==> src/rtl/core/assert_macros.svh <==
// assertion macros shared by the langevin force update rtl
// no dependencies; included by the modules that check their own logic
`ifndef ASSERT_MACROS_SVH
`define ASSERT_MACROS_SVH

// same-cycle implication, checked out of reset
`define AST_IMPL(lbl, clk, rstn, ante, cons) \
    lbl: assert property (@(posedge clk) disable iff (!(rstn)) (ante) |-> (cons)) \
        else $error("assertion failed");

// next-cycle implication, checked out of reset
`define AST_NEXT(lbl, clk, rstn, ante, cons) \
    lbl: assert property (@(posedge clk) disable iff (!(rstn)) (ante) |=> (cons)) \
        else $error("assertion failed");

`endif

==> src/rtl/core/lgv_pkg.sv <==
// types, constants and register codes of the langevin force update
// no dependencies; imported by every module of the block
package lgv_pkg;

    localparam int FRAC_BITS   = 16;
    localparam int RAND_BITS   = 16;
    localparam int ID_W        = 32;
    localparam int MASS_W      = 32;
    localparam int DIV_W       = 16;
    localparam int GAIN_W      = 32;
    localparam int SQ_W        = (MASS_W + FRAC_BITS) / 2;
    localparam int SQ_REM_W    = SQ_W + 3;
    localparam int FR_STAGES   = 8;
    localparam int DIV_STEPS   = ID_W / FR_STAGES;
    localparam int SQ_STEPS    = SQ_W / FR_STAGES;
    localparam int Q1_W        = GAIN_W + RAND_BITS;
    localparam int F2_W        = Q1_W + SQ_W;
    localparam int TERM_W      = 41;
    localparam int SUM_W       = 43;
    localparam logic [31:0] SQRT3_Q30 = 32'd1859775393;

    // register indexes
    localparam logic [2:0] REG_FRICTION_ONE = 3'd0;
    localparam logic [2:0] REG_NOISE_ONE    = 3'd1;
    localparam logic [2:0] REG_FRICTION_TWO = 3'd2;
    localparam logic [2:0] REG_NOISE_TWO    = 3'd3;
    localparam logic [2:0] REG_FIRST_PAR    = 3'd4;
    localparam logic [2:0] REG_SECOND_PAR   = 3'd5;
    localparam logic [2:0] REG_MOL_CHAIN    = 3'd6;
    localparam logic [2:0] REG_HEAT_BOOST   = 3'd7;

    // group codes
    localparam logic [1:0] GRP_NONE = 2'd0;
    localparam logic [1:0] GRP_ONE  = 2'd1;
    localparam logic [1:0] GRP_TWO  = 2'd2;

    typedef struct packed {
        logic [ID_W-1:0]   particle_id;
        logic [MASS_W-1:0] mass;
        logic signed [31:0] vel_x;
        logic signed [31:0] vel_y;
        logic signed [31:0] vel_z;
        logic signed [31:0] force_in_x;
        logic signed [31:0] force_in_y;
        logic signed [31:0] force_in_z;
        logic [15:0] rand_x;
        logic [15:0] rand_y;
        logic [15:0] rand_z;
    } in_t;

    typedef struct packed {
        logic signed [31:0] force_out_x;
        logic signed [31:0] force_out_y;
        logic signed [31:0] force_out_z;
        logic [1:0] group_used;
        logic saturated;
    } out_t;

    // settings seen by the arithmetic, noise gains already boosted
    typedef struct packed {
        logic [GAIN_W-1:0] friction_one;
        logic [GAIN_W-1:0] noise_one;
        logic [GAIN_W-1:0] friction_two;
        logic [GAIN_W-1:0] noise_two;
        logic first_parity;
        logic second_parity;
        logic [DIV_W-1:0] divisor;
    } cfg_t;

    // front stage: divider and square root partials
    typedef struct packed {
        in_t item;
        logic [DIV_W-1:0] drem;
        logic qbit;
        logic [SQ_REM_W-1:0] srem;
        logic [SQ_W-1:0] root;
    } fr_t;

    typedef struct packed {
        logic [63:0] p1;
        logic fneg;
        logic [Q1_W-1:0] q1;
        logic cneg;
        logic [31:0] frc;
    } lane_a_t;

    typedef struct packed {
        logic [63:0] p_lo;
        logic [63:0] p_hi;
        logic [2*SQ_W-1:0] q_lo;
        logic [Q1_W-1:0] q_hi;
        logic fneg;
        logic cneg;
        logic [31:0] frc;
    } lane_b_t;

    typedef struct packed {
        logic [TERM_W-1:0] t1;
        logic [TERM_W-1:0] t2;
        logic fneg;
        logic cneg;
        logic [31:0] frc;
    } lane_c_t;

endpackage

==> src/rtl/core/lgv_front.sv <==
// front pipeline: chain parity by restoring division and sqrt of mass
// depends on lgv_pkg and assert_macros.svh
`include "assert_macros.svh"
module lgv_front import lgv_pkg::*; (
    input  logic             aclk,
    input  logic             aresetn,
    input  logic [DIV_W-1:0] divisor,
    input  logic             s_valid,
    output logic             s_ready,
    input  in_t              s_data,
    output logic             m_valid,
    input  logic             m_ready,
    output fr_t              m_data
);

    logic [FR_STAGES-1:0] valid_reg;
    logic [FR_STAGES-1:0] ready;
    logic [FR_STAGES-1:0] src_valid;
    fr_t stage_reg [FR_STAGES];
    fr_t stage_next [FR_STAGES];
    fr_t src [FR_STAGES];

    genvar k;
    generate
        for (k = 0; k < FR_STAGES; k++) begin : g_stage
            logic [2*SQ_W-1:0] x;
            logic [DIV_W:0] t;
            logic [SQ_REM_W-1:0] sh;
            logic [SQ_REM_W-1:0] trial;
            fr_t w;

            // stage input and ready chain
            if (k == 0) begin : g_first
                assign src[k] = '{item: s_data, drem: '0, qbit: 1'b0, srem: '0, root: '0};
                assign src_valid[k] = s_valid;
            end else begin : g_mid
                assign src[k] = stage_reg[k-1];
                assign src_valid[k] = valid_reg[k-1];
            end
            if (k == FR_STAGES - 1) begin : g_last
                assign ready[k] = !valid_reg[k] || m_ready;
            end else begin : g_inner
                assign ready[k] = !valid_reg[k] || ready[k+1];
            end

            // a few division and square root digits per stage
            always_comb begin
                w = src[k];
                x = {w.item.mass, {FRAC_BITS{1'b0}}};
                for (int j = 0; j < DIV_STEPS; j++) begin
                    t = {w.drem, w.item.particle_id[ID_W-1-(k*DIV_STEPS+j)]};
                    if (t >= {1'b0, divisor}) begin
                        t = t - {1'b0, divisor};
                        w.qbit = 1'b1;
                    end else begin
                        w.qbit = 1'b0;
                    end
                    w.drem = t[DIV_W-1:0];
                end
                for (int j = 0; j < SQ_STEPS; j++) begin
                    sh = {w.srem[SQ_REM_W-3:0], x[2*(SQ_W-1-(k*SQ_STEPS+j)) +: 2]};
                    trial = {1'b0, w.root, 2'b01};
                    if (sh >= trial) begin
                        w.srem = sh - trial;
                        w.root = {w.root[SQ_W-2:0], 1'b1};
                    end else begin
                        w.srem = sh;
                        w.root = {w.root[SQ_W-2:0], 1'b0};
                    end
                end
                stage_next[k] = w;
            end

            always_ff @(posedge aclk) begin
                if (!aresetn) begin
                    valid_reg[k] <= 1'b0;
                end else if (ready[k]) begin
                    valid_reg[k] <= src_valid[k];
                end
                if (ready[k] && src_valid[k]) begin
                    stage_reg[k] <= stage_next[k];
                end
            end
        end
    endgenerate

    assign s_ready = ready[0];
    assign m_valid = valid_reg[FR_STAGES-1];
    assign m_data  = stage_reg[FR_STAGES-1];

    // checks
    `AST_NEXT(a_enter, aclk, aresetn, s_valid && s_ready, valid_reg[0])
    `AST_NEXT(a_hold, aclk, aresetn, m_valid && !m_ready,
              m_valid && $stable(m_data))

endmodule

==> config.mk <==
export PLATFORM = sky130hd
export DESIGN_NAME = lgv_front
export DESIGN_NICKNAME = d
export VERILOG_FILES = /design/src/rtl/core/lgv_pkg.sv /design/src/rtl/core/lgv_front.sv
export VERILOG_INCLUDE_DIRS = /design/src /design/src/rtl/core
export SDC_FILE = /design/constraint.sdc
export NUM_CORES = 2
export LEC_CHECK = 0
export ABC_AREA = 1
export BUFFER_PORTS_ARGS = -buffer_cell sky130_fd_sc_hd__buf_2
export CORE_MARGIN = 10
export CORE_UTILIZATION = 56
export CTS_BUF_LIST = sky130_fd_sc_hd__clkbuf_8 sky130_fd_sc_hd__clkbuf_16
export DETAILED_ROUTE_END_ITERATION = 10
export PLACE_DENSITY = 0.74
export SYNTH_ARGS = -nofsm -noshare
export SYNTH_HDL_FRONTEND = slang
export SYNTH_SLANG_ARGS = --single-unit
==> constraint.sdc <==
create_clock -name aclk -period 20 [get_ports aclk]
set_input_delay 4 -clock aclk [delete_from_list [all_inputs] [get_ports aclk]]
set_output_delay 4 -clock aclk [all_outputs]
set_load 0.03 [all_outputs]
==> impl_metrics.ini <==
[yosys]
synth_area_um2 = 141000
yosys.area.top_type = edfxtp_1
yosysMostFrequentCell = nand2_1
synth_ff_type = edfxtp_1
syn_inst = 13000
synth_warnings = 0
synth.top_cell.area_share = 0.610
synth_commonest_cells = 3184 x nand2_1, 2868 x edfxtp_1, 1351 x inv_1
synth_edf_count = 2868
synthArstFlopShare = 0
yosysSeqAreaShare = 0.611
avgSynthCellArea_um2 = 10.8
synth-seq-cells = 2876
synth.top_cells.by_area = edfxtp_1 61%, nand2_1 8.5%, ha_1 7.1%
ys_types = 70

[status]
status = completed

[floorplan]
io_pins = 698
die_w_um = 522
fp-row-count = 184
dieArea_um2 = 273000
core_um2 = 251000
die_height_um = 522
start_util = 0.562

[setup_path]
cp-end-kind = flop
required_ps = 20670
cp_data_arrival_time_ps = 16760
worstPathMaxFanout = 20
start_kind = primary input
slowest_delay_ps = 760
worstSetupPathType = in2reg
cp_slowest_cell = a21oi_1
critPathMostFrequentCell = nand2_1

[clock_tree]
root_buffer = clkbuf_16
cts_made_buffers = 299
h-tree-depth = 5
cts.path.max_buffers = 4
cts_tree = yes
cts_hold_buf = 0
cts_setup_buffers = 0
cts_resized = 0
cts_sinks = 2876
clkLatencyLatePin_ps = 1010
clk_pin_slew_ps = 60

[sta]
clock-skew-final_ps = 135
slew_headroom = 0.243
layout_worst_path_cycle_share = 0.804
rsz0062_at_grt = no
fmax_ghz = 0.0622
slew_viol_final = 0
setup_viol = 0
fin_tns_setup_ps = 0
hold_viol_final = 0
fin_crit_ps = 16080
fin_hold_ws_ps = 346
worst_pin_slew_ps = 1130

[detailed_routing]
first_pass_iters = 6
num_vias = 95900
viasPerCell = 5.47
wl_per_cell_um = 19.6
final_antenna_net_count = 0
drt_iter0_markers = 7721
wirelength_um = 344000
drc = 0

[final_layout]
syn_to_final_growth_pct = 12.1
final_core_util = 0.631
drive_above_1_share = 0.100
postLayoutCellArea_um2 = 158000
largest_reg_flops = 2868
num-nets-final = 15100

[global_route]
grt_usage = 0.245
grt_pass1_vias = 92500
grt.overflow.total = 0
grt_pass1_wl_um = 525000
grt_max_degree = 139
antenna_found_initial = 34

[pwr]
cellLeakagePower_nw = 64.6
power-per-cell-area_nw_per_um2 = 189
ir_drop_mv = 0.309

[placed_design]
gp_congestion = 0.938
dpl_cell_area_um2 = 149000
dp_hpwl_um = 246000
port_buffers = 697

[hold_path]
hold_path.class = reg2reg

[job]
max-cap-violations = 0
==> worst max-delay path: cells and delay by family <==
family,cells,cell delay [ps]
buffers and inverters,6,1470
AND/OR/NAND/NOR,31,4710
adder cells (fa/ha/maj),4,1460
AO/OA/AOI/OAI,20,5070
==> final timing paths <==
| kind | from | to | slack, ps | cells after the start |
|---|---|---|---|---|
| min reg2reg | stage_reg[1][1014] | stage_reg[1][1386] | 350 | 0 |
| max reg2reg | stage_reg[0][1471] | stage_reg[1][67] | 7150 | 60 |
| max | divisor[1] | stage_reg[1][67] | 3920 | 61 |
| min | stage_reg[1][1014] | stage_reg[1][1386] | 350 | 0 |
==> cells in the final DEF, fill, tap and decap left out, types with 22 or more instances in the layout <==
master	count
a21boi_0	22
a21o_1	38
a21oi_1	793
a31oi_1	63
buf_2	697
buf_4	79
bufinv_16	25
clkbuf_16	302
clkinv_1	56
clkinv_2	46
edfxtp_1	2868
fa_1	37
ha_1	807
inv_1	1374
inv_2	37
nand2_1	3184
nand2_2	24
nand3_1	706
nand3b_1	36
nand4_1	190
nor2_1	811
nor2_2	37
nor3_1	109
nor4_1	26
o211ai_1	26
o21a_1	35
o21ai_0	690
o21ai_1	25
o21bai_1	66
or2_2	47
xnor2_1	265
xor2_1	412
==> routing by layer <==
metal	up-vias	GRT usage	wire length (um)
met5	-	0	43
met4	8	0.0724	10400
met3	595	0.0386	22200
met2	3053	0.414	164000
met1	45000	0.329	148000
li1	47200	-	-
==> cell families (layout without fill, tap and decap cells) <==
| group | after synthesis | after routing | share of synthesized area |
|---|---|---|---|
| and+or+nand+nor | 5247 | 5247 | 0.156 |
| DFF | 2876 | 2876 | 0.611 |
| AOI/OAI and AO/OA | 1855 | 1855 | 0.0721 |
| other | 1 | 15 | 0.0000265 |
| muxes | 2 | 2 | 0.000159 |
| buffers and inverters | 1539 | 2674 | 0.0423 |
| xor gates and xnor gates | 677 | 677 | 0.0420 |
| adders and majority gates | 844 | 844 | 0.0767 |
==> where the power goes <==
group	switching, mW	internal (mW)
combinational	10.8	6.14
sequential	0.120	7.57
clock	2.26	3.08
==> metrics by stage <==
step                total power, mW  setup slack [ps]  cells
floorplan                      21.2              5660  13000
global placement               24.4              3110  17000
detailed placement             24.5              3190  17000
CTS                            30.0              4180  17500
global route                   32.7              2670  17500
finish                         30.0              3920  17500
==> area by class of cell <==
class                   instances  area (um^2)
clock buffers                 305         7600
well taps                    3348         4190
fillers                     19600        92700
inverters                    1380         5210
multi-input cells            8628        49100
flip-flops and latches       2876        86300
diodes                         12         30.0
clock inverters               203         1770
repair buffers                786         4280
Note: power is estimated with default switching activity, not from simulation.
